$ cat src/rtl/dre_pkg.sv
// Shared types, constants and state codes of the delta-row encoder.
// No dependencies; every rtl file refers to it by scoped names.
`default_nettype none

package dre_pkg;

   localparam int BUF_DEPTH       = 8;      // literals per chunk
   localparam int LIT_IDX_W       = 3;      // index into the literal buffer
   localparam int PEND_CNT_W      = 4;      // 0..BUF_DEPTH
   localparam int GAP_W           = 13;     // match gap / offset width
   localparam int LEN_W           = 13;     // encoded length width
   localparam int ROW_BYTES_DEF   = 4096;
   localparam int QUEUE_DEPTH_DEF = 2;

   localparam logic [4:0]       OFS_INLINE_MAX = 5'd31;  // offset field in command byte
   localparam logic [7:0]       EXT_MAX        = 8'd255; // largest extension byte
   localparam logic [LEN_W-1:0] LEN_MAX        = 13'h1FFF;

   typedef struct packed {
      logic [7:0] row_byte;
      logic [7:0] seed_byte;
      logic       last_in_row;
   } req_type;

   typedef struct packed {
      logic [7:0]       out_byte;
      logic             out_valid;
      logic             last_of_run;
      logic             row_done;
      logic [LEN_W-1:0] encoded_length;
   } rsp_type;

   // One unit of work for the back end: a chunk, or an empty row-end marker.
   typedef struct packed {
      logic                            marker;
      logic                            row_end;
      logic [GAP_W-1:0]                offset;
      logic [LIT_IDX_W-1:0]            len_m1;
      logic [BUF_DEPTH-1:0][7:0]       lits;
   } chunk_type;

   typedef struct packed {
      logic full;
      logic empty;
   } q_status_type;

   typedef enum logic [2:0] {
      BK_IDLE,
      BK_CMD,
      BK_EXT,
      BK_LIT,
      BK_MARK
   } back_state_type;

endpackage

`default_nettype wire

$ cat src/rtl/dre_front.sv
// Front end: compares row and seed bytes, tracks the match gap and collects
// differing bytes; emits chunk descriptors. Depends on dre_pkg.
`default_nettype none

module dre_front #(
   parameter int ROW_BYTES = dre_pkg::ROW_BYTES_DEF
) (
   input  wire logic                   clock,
   input  wire logic                   reset,
   input  wire logic                   req_valid,
   output logic                        req_stall,
   input  wire dre_pkg::req_type       req_payload,
   input  wire dre_pkg::q_status_type  q_status,
   output logic                        push,
   output dre_pkg::chunk_type          push_chunk
);

   localparam logic [dre_pkg::GAP_W-1:0] GAP_CAP = dre_pkg::GAP_W'(ROW_BYTES - 1);

   logic [dre_pkg::GAP_W-1:0]      gap_ff, gap_in;
   logic [dre_pkg::PEND_CNT_W-1:0] cnt_ff, cnt_in;
   logic [7:0]                     pend_ff [dre_pkg::BUF_DEPTH];

   logic                           accept;
   logic                           match;
   logic                           chunk;
   logic [dre_pkg::PEND_CNT_W-1:0] cnt_new;
   logic [dre_pkg::GAP_W-1:0]      gap_base;

   assign req_stall = q_status.full;
   assign accept    = req_valid && !req_stall;
   assign match     = (req_payload.row_byte == req_payload.seed_byte);
   assign cnt_new   = cnt_ff + dre_pkg::PEND_CNT_W'(1);

   always_comb begin
      chunk    = 1'b0;
      gap_in   = gap_ff;
      cnt_in   = cnt_ff;
      gap_base = gap_ff;
      push_chunk.marker  = 1'b0;
      push_chunk.row_end = req_payload.last_in_row;
      push_chunk.offset  = gap_ff;
      push_chunk.len_m1  = cnt_ff[dre_pkg::LIT_IDX_W-1:0] - dre_pkg::LIT_IDX_W'(1);
      for (int k = 0; k < dre_pkg::BUF_DEPTH; k++) begin
         push_chunk.lits[k] = pend_ff[k];
      end
      if (match) begin
         // a matching byte closes an open run
         chunk    = (cnt_ff != '0);
         gap_base = chunk ? '0 : gap_ff;
         gap_in   = (gap_base < GAP_CAP) ? gap_base + dre_pkg::GAP_W'(1) : GAP_CAP;
         cnt_in   = '0;
      end else begin
         push_chunk.lits[cnt_ff[dre_pkg::LIT_IDX_W-1:0]] = req_payload.row_byte;
         push_chunk.len_m1 = cnt_ff[dre_pkg::LIT_IDX_W-1:0];
         chunk  = (cnt_new == dre_pkg::PEND_CNT_W'(dre_pkg::BUF_DEPTH))
                  || req_payload.last_in_row;
         cnt_in = chunk ? '0 : cnt_new;
         gap_in = chunk ? '0 : gap_ff;
      end
      push_chunk.marker = !chunk;
      if (req_payload.last_in_row) begin
         gap_in = '0;
         cnt_in = '0;
      end
      push = accept && (chunk || req_payload.last_in_row);
   end

   always_ff @(posedge clock) begin
      if (reset) begin
         gap_ff <= '0;
         cnt_ff <= '0;
      end else if (accept) begin
         gap_ff <= gap_in;
         cnt_ff <= cnt_in;
      end
   end

   always_ff @(posedge clock) begin
      if (accept && !match) begin
         pend_ff[cnt_ff[dre_pkg::LIT_IDX_W-1:0]] <= req_payload.row_byte;
      end
   end

   a_cnt_below_depth: assert property (@(posedge clock) disable iff (reset)
      cnt_ff < dre_pkg::PEND_CNT_W'(dre_pkg::BUF_DEPTH))
      else $error("pending count reached buffer depth without a chunk");

   a_gap_capped: assert property (@(posedge clock) disable iff (reset)
      gap_ff <= GAP_CAP)
      else $error("match gap above cap");

   a_last_pushes: assert property (@(posedge clock) disable iff (reset)
      (accept && req_payload.last_in_row) |-> push)
      else $error("row end without a chunk or marker");

endmodule

`default_nettype wire

$ cat src/rtl/dre_queue.sv
// Small FIFO of chunk descriptors between front and back end.
// Depends on dre_pkg.
`default_nettype none

module dre_queue #(
   parameter int DEPTH = dre_pkg::QUEUE_DEPTH_DEF
) (
   input  wire logic                  clock,
   input  wire logic                  reset,
   input  wire logic                  push,
   input  wire dre_pkg::chunk_type    push_chunk,
   input  wire logic                  pop,
   output dre_pkg::chunk_type         head,
   output dre_pkg::q_status_type      q_status
);

   localparam int PTR_W = (DEPTH > 1) ? $clog2(DEPTH) : 1;
   localparam int CNT_W = $clog2(DEPTH + 1);

   dre_pkg::chunk_type entry_ff [DEPTH];
   logic [PTR_W-1:0]   wr_ptr_ff, rd_ptr_ff;
   logic [CNT_W-1:0]   count_ff;

   function automatic logic [PTR_W-1:0] ptr_inc(input logic [PTR_W-1:0] p);
      ptr_inc = (p == PTR_W'(DEPTH - 1)) ? '0 : p + PTR_W'(1);
   endfunction

   assign head           = entry_ff[rd_ptr_ff];
   assign q_status.full  = (count_ff == CNT_W'(DEPTH));
   assign q_status.empty = (count_ff == '0);

   always_ff @(posedge clock) begin
      if (reset) begin
         wr_ptr_ff <= '0;
         rd_ptr_ff <= '0;
         count_ff  <= '0;
      end else begin
         if (push) wr_ptr_ff <= ptr_inc(wr_ptr_ff);
         if (pop)  rd_ptr_ff <= ptr_inc(rd_ptr_ff);
         if (push && !pop)      count_ff <= count_ff + CNT_W'(1);
         else if (pop && !push) count_ff <= count_ff - CNT_W'(1);
      end
   end

   always_ff @(posedge clock) begin
      if (push) begin
         entry_ff[wr_ptr_ff] <= push_chunk;
      end
   end

   a_no_overflow: assert property (@(posedge clock) disable iff (reset)
      push |-> !q_status.full)
      else $error("push into full queue");

   a_no_underflow: assert property (@(posedge clock) disable iff (reset)
      pop |-> !q_status.empty)
      else $error("pop from empty queue");

   a_count_range: assert property (@(posedge clock) disable iff (reset)
      count_ff <= CNT_W'(DEPTH))
      else $error("queue count out of range");

endmodule

`default_nettype wire

$ cat src/rtl/dre_back.sv
// Back end: turns chunk descriptors into command, offset extension and literal
// bytes, one per cycle within a chunk unless stalled, through an output register. Depends on dre_pkg.
`default_nettype none

module dre_back (
   input  wire logic                  clock,
   input  wire logic                  reset,
   input  wire dre_pkg::q_status_type q_status,
   input  wire dre_pkg::chunk_type    head,
   output logic                       pop,
   output logic                       rsp_valid,
   input  wire logic                  rsp_stall,
   output dre_pkg::rsp_type           rsp_payload
);

   dre_pkg::back_state_type        state_ff, state_in;
   dre_pkg::chunk_type             chunk_ff;
   logic [dre_pkg::GAP_W-1:0]      rem_ff, rem_in;
   logic                           zero_ff, zero_in;
   logic [dre_pkg::LIT_IDX_W-1:0]  idx_ff, idx_in;
   logic [dre_pkg::LEN_W-1:0]      row_count_ff, row_count_in;
   dre_pkg::rsp_type               rsp_ff, emit_rsp;
   logic                           rsp_valid_ff;

   logic                           out_ready;
   logic                           emit;
   logic [dre_pkg::LEN_W-1:0]      count_inc;
   logic [4:0]                     first;
   logic [7:0]                     ext;
   logic                           cmd_more;
   logic                           ext_more;
   logic                           lit_last;

   assign out_ready   = !rsp_valid_ff || !rsp_stall;
   assign rsp_valid   = rsp_valid_ff;
   assign rsp_payload = rsp_ff;
   assign count_inc   = (row_count_ff == dre_pkg::LEN_MAX) ? row_count_ff
                        : row_count_ff + dre_pkg::LEN_W'(1);

   // inline part of the offset and the next extension byte
   assign first    = (chunk_ff.offset >= dre_pkg::GAP_W'(dre_pkg::OFS_INLINE_MAX))
                     ? dre_pkg::OFS_INLINE_MAX : chunk_ff.offset[4:0];
   assign ext      = (rem_ff >= dre_pkg::GAP_W'(dre_pkg::EXT_MAX))
                     ? dre_pkg::EXT_MAX : rem_ff[7:0];
   assign cmd_more = (chunk_ff.offset >= dre_pkg::GAP_W'(dre_pkg::OFS_INLINE_MAX));
   assign ext_more = zero_ff ? (rem_ff != '0)
                     : (rem_ff >= dre_pkg::GAP_W'(dre_pkg::EXT_MAX));
   assign lit_last = (idx_ff == chunk_ff.len_m1);

   // next state
   always_comb begin
      state_in = state_ff;
      unique case (state_ff)
         dre_pkg::BK_IDLE: begin
            if (!q_status.empty) begin
               state_in = head.marker ? dre_pkg::BK_MARK : dre_pkg::BK_CMD;
            end
         end
         dre_pkg::BK_CMD: begin
            if (out_ready) state_in = cmd_more ? dre_pkg::BK_EXT : dre_pkg::BK_LIT;
         end
         dre_pkg::BK_EXT: begin
            if (out_ready) state_in = ext_more ? dre_pkg::BK_EXT : dre_pkg::BK_LIT;
         end
         dre_pkg::BK_LIT: begin
            if (out_ready && lit_last) state_in = dre_pkg::BK_IDLE;
         end
         dre_pkg::BK_MARK: begin
            if (out_ready) state_in = dre_pkg::BK_IDLE;
         end
         default: state_in = dre_pkg::BK_IDLE;
      endcase
   end

   // outputs and datapath
   always_comb begin
      pop          = 1'b0;
      emit         = 1'b0;
      rem_in       = rem_ff;
      zero_in      = zero_ff;
      idx_in       = idx_ff;
      row_count_in = row_count_ff;
      emit_rsp.out_byte       = '0;
      emit_rsp.out_valid      = 1'b1;
      emit_rsp.last_of_run    = 1'b0;
      emit_rsp.row_done       = 1'b0;
      emit_rsp.encoded_length = count_inc;
      unique case (state_ff)
         dre_pkg::BK_IDLE: begin
            pop    = !q_status.empty;
            idx_in = '0;
         end
         dre_pkg::BK_CMD: begin
            emit              = 1'b1;
            emit_rsp.out_byte = {chunk_ff.len_m1, first};
            rem_in            = chunk_ff.offset - dre_pkg::GAP_W'(first);
            zero_in           = (chunk_ff.offset == dre_pkg::GAP_W'(dre_pkg::OFS_INLINE_MAX));
         end
         dre_pkg::BK_EXT: begin
            emit = 1'b1;
            if (zero_ff) begin
               emit_rsp.out_byte = '0;
               zero_in           = 1'b0;
            end else begin
               emit_rsp.out_byte = ext;
               rem_in            = rem_ff - dre_pkg::GAP_W'(ext);
               zero_in           = (rem_ff == dre_pkg::GAP_W'(dre_pkg::EXT_MAX));
            end
         end
         dre_pkg::BK_LIT: begin
            emit                 = 1'b1;
            emit_rsp.out_byte    = chunk_ff.lits[idx_ff];
            emit_rsp.last_of_run = lit_last;
            emit_rsp.row_done    = lit_last && chunk_ff.row_end;
            idx_in               = idx_ff + dre_pkg::LIT_IDX_W'(1);
         end
         dre_pkg::BK_MARK: begin
            emit                    = 1'b1;
            emit_rsp.out_valid      = 1'b0;
            emit_rsp.last_of_run    = 1'b1;
            emit_rsp.row_done       = 1'b1;
            emit_rsp.encoded_length = row_count_ff;
         end
         default: begin
            emit = 1'b0;
         end
      endcase
      if (emit && out_ready) begin
         if (emit_rsp.row_done)       row_count_in = '0;
         else if (emit_rsp.out_valid) row_count_in = count_inc;
      end
   end

   always_ff @(posedge clock) begin
      if (reset) begin
         state_ff     <= dre_pkg::BK_IDLE;
         row_count_ff <= '0;
         rsp_valid_ff <= 1'b0;
      end else begin
         state_ff     <= state_in;
         row_count_ff <= row_count_in;
         if (out_ready) rsp_valid_ff <= emit;
      end
   end

   always_ff @(posedge clock) begin
      if (pop) chunk_ff <= head;
      if (emit && out_ready) begin
         rsp_ff  <= emit_rsp;
         rem_ff  <= rem_in;
         zero_ff <= zero_in;
         idx_ff  <= idx_in;
      end else if (pop) begin
         idx_ff  <= idx_in;
      end
   end

   a_lit_idx_in_range: assert property (@(posedge clock) disable iff (reset)
      (state_ff == dre_pkg::BK_LIT) |-> (idx_ff <= chunk_ff.len_m1))
      else $error("literal index past chunk length");

   a_done_is_last: assert property (@(posedge clock) disable iff (reset)
      (rsp_valid_ff && rsp_ff.row_done) |-> rsp_ff.last_of_run)
      else $error("row_done without last_of_run");

   a_count_cleared: assert property (@(posedge clock) disable iff (reset)
      (emit && out_ready && emit_rsp.row_done) |=> (row_count_ff == '0))
      else $error("row length not cleared at row end");

   a_pop_only_idle: assert property (@(posedge clock) disable iff (reset)
      pop |-> (state_ff == dre_pkg::BK_IDLE))
      else $error("descriptor taken while busy");

endmodule

`default_nettype wire

$ cat src/rtl/delta_row_encoder.sv
// Delta-row encoder (row against seed row, delta-row compression method 3).
// Top level: front end, descriptor queue and byte-serial back end; uses dre_pkg.
`default_nettype none

// Each input transfer carries one row byte, the seed byte at the same position
// and an end-of-row mark. The front end takes one input per cycle as long as
// the descriptor queue has room; it counts matching bytes and gathers up to
// eight differing bytes. A run closed by a matching byte, a full buffer or the
// row end becomes a chunk descriptor. The back end writes one output byte per
// cycle within a chunk, while the output is not stalled, through a registered
// output: it fetches each descriptor, then sends the command byte, the offset
// extensions and the literals; an empty row-end marker is fetched, then sent as
// one result. The back-end byte sequencer therefore sets the sustained rate; the
// queue (QUEUE_DEPTH descriptors) lets the front keep taking bytes while a
// chunk drains. encoded_length on each result counts the row's bytes so far
// and saturates at 8191; the match gap saturates at ROW_BYTES-1. No state
// needs clearing after reset beyond the control registers.
module delta_row_encoder #(
   parameter int ROW_BYTES   = dre_pkg::ROW_BYTES_DEF,
   parameter int QUEUE_DEPTH = dre_pkg::QUEUE_DEPTH_DEF
) (
   input  wire logic              clock,
   input  wire logic              reset,
   input  wire logic              req_valid,
   output logic                   req_stall,
   input  wire dre_pkg::req_type  req_payload,
   output logic                   rsp_valid,
   input  wire logic              rsp_stall,
   output dre_pkg::rsp_type       rsp_payload
);

   // front -> queue
   logic                  push;
   dre_pkg::chunk_type    push_chunk;
   // queue -> back
   logic                  pop;
   dre_pkg::chunk_type    head;
   dre_pkg::q_status_type q_status;

   // classify bytes, build descriptors
   dre_front #(
      .ROW_BYTES (ROW_BYTES)
   ) u_front (
      .clock       (clock),
      .reset       (reset),
      .req_valid   (req_valid),
      .req_stall   (req_stall),
      .req_payload (req_payload),
      .q_status    (q_status),
      .push        (push),
      .push_chunk  (push_chunk)
   );

   // decouples input acceptance from output drain
   dre_queue #(
      .DEPTH (QUEUE_DEPTH)
   ) u_queue (
      .clock      (clock),
      .reset      (reset),
      .push       (push),
      .push_chunk (push_chunk),
      .pop        (pop),
      .head       (head),
      .q_status   (q_status)
   );

   // serialize each descriptor into output transfers
   dre_back u_back (
      .clock       (clock),
      .reset       (reset),
      .q_status    (q_status),
      .head        (head),
      .pop         (pop),
      .rsp_valid   (rsp_valid),
      .rsp_stall   (rsp_stall),
      .rsp_payload (rsp_payload)
   );

endmodule

`default_nettype wire

$ cat config.mk
export PLATFORM = sky130hd
export DESIGN_NAME = delta_row_encoder
export DESIGN_NICKNAME = d
export VERILOG_FILES = /design/src/rtl/dre_pkg.sv /design/src/rtl/dre_front.sv /design/src/rtl/dre_queue.sv /design/src/rtl/dre_back.sv /design/src/rtl/delta_row_encoder.sv
export SDC_FILE = /design/constraint.sdc
export NUM_CORES = 1
export LEC_CHECK = 0
export BUFFER_PORTS_ARGS = -buffer_cell sky130_fd_sc_hd__buf_2
export CAP_MARGIN = 20
export CORE_ASPECT_RATIO = 1.1
export CORE_MARGIN = 2
export CORE_UTILIZATION = 40
export DETAILED_ROUTE_END_ITERATION = 8
export PLACE_DENSITY = 0.53
export SLEW_MARGIN = 20
export SYNTH_ARGS = -nofsm -noshare
export SYNTH_HDL_FRONTEND = slang
export SYNTH_SLANG_ARGS = --single-unit
$ cat constraint.sdc
create_clock -name clock -period 6.5 [get_ports clock]
set_input_delay 0 -clock clock [delete_from_list [all_inputs] [get_ports clock]]
set_output_delay 0 -clock clock [all_outputs]
set_load 0.01 [all_outputs]
Word-level counts from Yosys, hierarchy flattened
Memory sizes are Yosys's and may differ from the RTL's. A register that Yosys moved wholly into a read port is not among the register bits. Cells that the tools add are included. Widths: inputs -> output; s select.

Add/sub/neg operators: 11. Order comparisons: 6. Equal/unequal tests: 17. Muxes and demuxes: 53. Reductions and logical operators: 33.

Operators by type and width (count): $mux 13 (9); $mux 67 (1); $bwmux 64 (1); $mux 8 (4); $add 13x1->13 const B (2); $pmux 13 s2 (1); $bmux 8 s3 (1); $demux 8 s3 (1); $mux 3 (8); $pmux 8 s3 (1); $mux 1 (16); $pmux 3 s5 (1); $eq 13x13->1 const B (1); $eq 13x5->1 const B (1); $eq 13x8->1 const B (1); $ge 13x5->1 const B (1); $ge 13x8->1 const B (1); $lt 13x12->1 const B (1); $reduce_bool 13->1 (1); $sub 13x5->13 (1); $sub 13x8->13 (1); $mux 4 (3); $logic_and 1x1->1 (9); $eq 8x8->1 (1); other kinds (32) (52).

Bits in registers: 160. Memory bits (writable): 228. Input port bits: 21. Output and inout bits: 26. Memories: 2.

Memories: u_queue.entry_ff (words 2, width 82, read ports 1, clocked after memory_dff 1, wr ports 1, line dre_queue.sv:20) `dre_pkg::chunk_type entry_ff [DEPTH];`; u_front.pend_ff (words 8, width 8, read ports 8, clocked after memory_dff 0, wr ports 1, line dre_front.sv:22) `logic [7:0] pend_ff [dre_pkg::BUF_DEPTH];`.

Depth between registers and ports, before layout
Depth in word-level cells: 10. Depth in mapped cells: 11. Gate-level depth less buffers: 10.

By module
A second synthesis with hierarchy kept.

Cell total of the unflattened synthesis: 1066. Area, all modules: 16778.6 um2.

By module, submodules not included: dre_back (times used 1, cells an instance 467, area each 6347.3 um2); dre_queue (times used 1, cells an instance 277, area each 6153.4 um2); dre_front (times used 1, cells an instance 322, area each 4277.9 um2).

Worst setup path before layout
OpenSTA, ideal clock, no wires.

Path type: register -> register. From: register u_front.cnt_ff[0] (netlist bit). To: memory u_queue.entry_ff[0][0] (netlist bit) (enable). Library setup time: 0.533 ns. Arrival time: 5.201 ns. Data required time: 5.967 ns. Setup slack: 0.767 ns. Stages on the path, launching flop included: 8. Buffers on the path: 1. Period minus slack after synthesis: 5.733 ns. Cell sequence: dfxtp_1 > buf_2 > clkinv_1 > ha_1 > nand2_1 > o41ai_1 > a21oi_1 > nor2b_1.

Longest elaborated chain between the ends: 8. Elaborated cells on any way between the ends: 9. Classes of those cells: add/sub (1); eq/ne (1); mux (3); reduce/logical (4).

RTL lines: start, declared (line dre_front.sv:21) `logic [dre_pkg::PEND_CNT_W-1:0] cnt_ff, cnt_in;`; start signal, assigned (line dre_front.sv:75) `cnt_ff <= cnt_in;`; $add 4x1->4 (line dre_front.sv:33) `assign cnt_new = cnt_ff + dre_pkg::PEND_CNT_W'(1);`; $eq 4x4->1 (line dre_front.sv:56) `chunk = (cnt_new == dre_pkg::PEND_CNT_W'(dre_pkg::BUF_DEPTH))`; $logic_or 1x1->1 (line dre_front.sv:57) `|| req_payload.last_in_row;`; $mux 1 * (line dre_front.sv:47) `if (match) begin`; $logic_or 1x1->1 * (line dre_front.sv:66) `push = accept && (chunk || req_payload.last_in_row);`; $logic_and 1x1->1 * (line dre_front.sv:66); named net push (line delta_row_encoder.sv:33) `logic push;`; $mux 1 * (line dre_queue.sv:46) `if (push) begin`; $mux 1 (not written as such) * (line dre_queue.sv:47) `entry_ff[wr_ptr_ff] <= push_chunk;`; end, declared (line dre_queue.sv:20).

The timed path passes the listed nets; every way through them passes the cells marked *.

Final worst setup path
From: register u_front.cnt_ff[0] (netlist bit). To: memory u_queue.entry_ff[0][56] (netlist bit) (enable).

Same word-level chain as after synthesis.

==> key figures <==
Route
  – WL met3: 1210 um
  – Met1 Wirelength: approximately 15000 um
  – Initial DRC count: between 400 and 500
  – Total Wirelength: approximately 35000 um
  – Met2 routed WL: ~17000 um
  – Via count: around 9000
  – Via/cell ratio: ~5.2
  – # DRC: 0
  – Max Used Layer: met4
  – DRT Pass-1 Iters: 5
  – Routed wire per std cell: 20.0 um
  – Routed Antenna Nets: 0

Synthesis
  – Synth Net Count: between 1000 and 1500
  – Largest area contributor in the netlist: edfxtp_1
  – Synth top area share: 0.635
  – Register area share after synthesis: 0.682
  – Synth Area per Inst: around 16 sq um
  – #FFs+latches synth: approximately 390
  – Synth top cells by count: edfxtp_1 (350), mux2_2 (147), nand2_1 (51), nor2_1 (51), dfxtp_1 (39)
  – Post-synth EDFFs: 350
  – Post-synth cell types: between 70 and 80
  – Ys Warns: 0
  – Ys flop type: edfxtp_1
  – Ys async rst share: 0
  – Post-Syn Area: ~17000 sq um
  – Most common cell in the netlist: edfxtp_1
  – Main area contributors after synthesis: edfxtp_1 (63%), mux2_2 (10%), dfxtp_1 (4.7%), mux4_2 (2.2%), xnor2_1 (1.5%)
  – Cells after Synth: ~1100

Timing
  – RSZ-0062 raised after global routing: false
  – Worst Tran Pin Value: 1.08 ns
  – Post-route clock skew: ~0.023 ns
  – Highest Clock Rate: 265 MHz
  – Clock period minus final worst setup slack: roughly 3.8 ns
  – Max-slew headroom: 0.278
  – Final setup TNS: 0 ns
  – Period utilization: 0.580
  – Final Setup Violations: 0
  – Hold Vio Cnt, Final: 0
  – Fin. max-slew vios: 0

Placement
  – Routability cong.: between 0.7 and 0.8
  – Detail Placement HPWL: roughly 21000 um
  – PortBufs: 46
  – Placed Area: around 17000 sq um

Run status
  – Run status: completed

Finish
  – Post-route cell area: around 19000 sq um
  – ANT cells: 0
  – Area Growth Syn to Fin: 13.9%
  – Filler cell count: 3569
  – Share of layout cells above drive strength 1: 0.275
  – Nets: about 1200

Global route
  – Total track usage: 0.165
  – Initial antenna violation count: 0
  – Number of global-route vias before repair: 9160
  – Grt ovf: 0
  – Pin count of the biggest net entering global routing: 70
  – First-pass GRT wire length: roughly 54000 um

Critical path
  – Worst path cell trace: clkinv_1 > ha_1 > nand2_1 > o41ai_1 > a21oi_1 > nor2b_4 > buf_4
  – Max incr delay on CP: roughly 0.88 ns
  – CP max stage cell: buf_4
  – Critical path class: reg2reg
  – Critical Path RT: roughly 6.7 ns
  – Worst setup SP type: flop
  – CP max FO: a little under 70
  – Crit path DAT: about 4 ns
  – Crit. End Element: flop

Power and ir drop
  – Lkg Pwr: around 6.2 nW
  – Net Switching: about 2.3 mW
  – Internal power: roughly 5.5 mW
  – Pwr Density: between 400 and 500 nW/um^2
  – Comb power frac: 0.230
  – Clk network pwr share: 0.304
  – Peak supply drop: around 0.28 mV
  – Sw Ratio: 0.293
  – Flop pwr share: 0.466

CTS
  – Gates resized, CTS repair: 0
  – CTS tree: yes
  – H-tree depth: 2
  – Worst-path clk slew: around 0.06 ns
  – Clock sink total: 389
  – Clock root buffer: clkbuf_16
  – Clk_lat worst skew: around 0.56 ns
  – TritonCTS Buffers: 43
  – Maximum clock insertion buffer count: 3

Min path
  – Min-delay worst type: in2reg

Floorplan
  – Total die area: roughly 43000 sq um
  – Std-Cell Rows: between 70 and 80
  – Core Box Area: slightly above 40000 sq um
  – Die width: approximately 200 um
  – Die Ht: around 220 um
  – Starting density of the core: 0.403
  – IO Count: 47

Run
  – Max-cap violations: 0
-- cells in the final DEF (no fill, tap or decap), drive strengths merged, types with 8 or more instances in the layout --
| master | netlist | layout |
|---|---|---|
| edfxtp | 350 | 350 |
| mux2 | 148 | 148 |
| buf | 29 | 62 |
| clkbuf | 26 | 55 |
| nor2 | 52 | 52 |
| nand2 | 51 | 51 |
| o21ai | 39 | 39 |
| dfxtp | 39 | 39 |
| xnor2 | 36 | 36 |
| nand3 | 29 | 29 |
| a21oi | 28 | 28 |
| inv | 22 | 22 |
| clkinv | 2 | 18 |
| mux4 | 16 | 16 |
| mux2i | 16 | 16 |
| nand4 | 16 | 16 |
| nor3 | 14 | 14 |
| xor2 | 12 | 12 |
| nor4 | 12 | 12 |
| dlygate4sd3 | 0 | 11 |
| and2 | 11 | 11 |
| ha | 9 | 9 |
| a31oi | 8 | 8 |
| o211ai | 8 | 8 |
-- power groups by stage --
stage / Combinational [mW] / Sequential (mW) / Clock, mW
4_1_cts: 1.83 / 3.64 / 2.45
6_report: 1.80 / 3.64 / 2.37
2_1_floorplan: 1.27 / 3.64 / 0
3_5_place_dp: 1.82 / 3.69 / 0
5_1_grt: 1.98 / 3.69 / 2.53
3_3_place_gp: 1.81 / 3.68 / 0
-- metrics by stage --
step                      hold WS (ns)  total power, mW  instances  setup slack [ns]  utilization
after floorplan                 0.0989             4.91       1067             0.767            -
after global placement           0.270             5.50       1634              2.75        0.423
after detailed placement         0.271             5.52       1634              2.64        0.423
after CTS                       0.0232             7.92       1723              2.65        0.459
after global routing            0.0886             8.20       1723              2.38        0.459
final                           0.0548             7.81       1723              2.73        0.459
-- metal layers --
metal	up-vias	track usage
li1	4272	-
met3	64	0.0265
met2	186	0.279
met5	-	0
met4	0	0.0584
met1	4439	0.216
-- worst paths after layout --
path	from	cells after the start	slack, ns	endpoint
worst max-delay path	u_front.cnt_ff[0]	7	2.73	u_queue.entry_ff[0][56]
worst min-delay path	req_valid	4	0.05	u_front.cnt_ff[2]
worst max register to register	u_front.cnt_ff[0]	7	2.73	u_queue.entry_ff[0][56]
worst min register to register	u_front.gap_ff[12]	0	0.47	u_queue.entry_ff[0][79]
-- cell families (layout without fill, tap and decap cells) --
group	after synthesis	after routing	synth area share
simple gates	234	234	0.0781
mux	180	180	0.132
buf+inv	79	175	0.0212
flops	389	389	0.682
xor+xnor	48	48	0.0290
fa+ha+maj	9	9	0.00680
compound gates	128	128	0.0508
-- layout make-up --
type                    count  area [sq um]  share of cell area
clock buffers              55          1140              0.0606
clock inverters            23           230              0.0122
multi-input cells         599          4950               0.262
well taps                 560           701              0.0371
flip-flops and latches    389         11300               0.599
repair buffers             73           460              0.0244
inverters                  24          91.3             0.00484
-- sequential cells by signal (all words and copies together), names as in the netlist, 4 cells and up, named ones only --
register and cells:
u_queue.entry_ff 164, u_back.chunk_ff 81, u_front.pend_ff 64, u_back.rsp_payload 24
u_back.rem_ff 13, u_back.row_count_ff 13, u_front.gap_ff 13, u_front.cnt_ff 4
-- critical path: cells and delay by family (launching register included) --
kind,cells,cell delay [ns]
simple gates,2,0.74
fa+ha+maj,1,0.33
buf+inv,2,1.24
compound gates,2,0.42
flops,1,0.62
-- what timing repair did --
action	4_1_cts	5_1_grt
hold buffers	11	0
buffers inserted	0	0
endpoints found under the hold margin	85	0
Power figures use the tool's default switching activity.
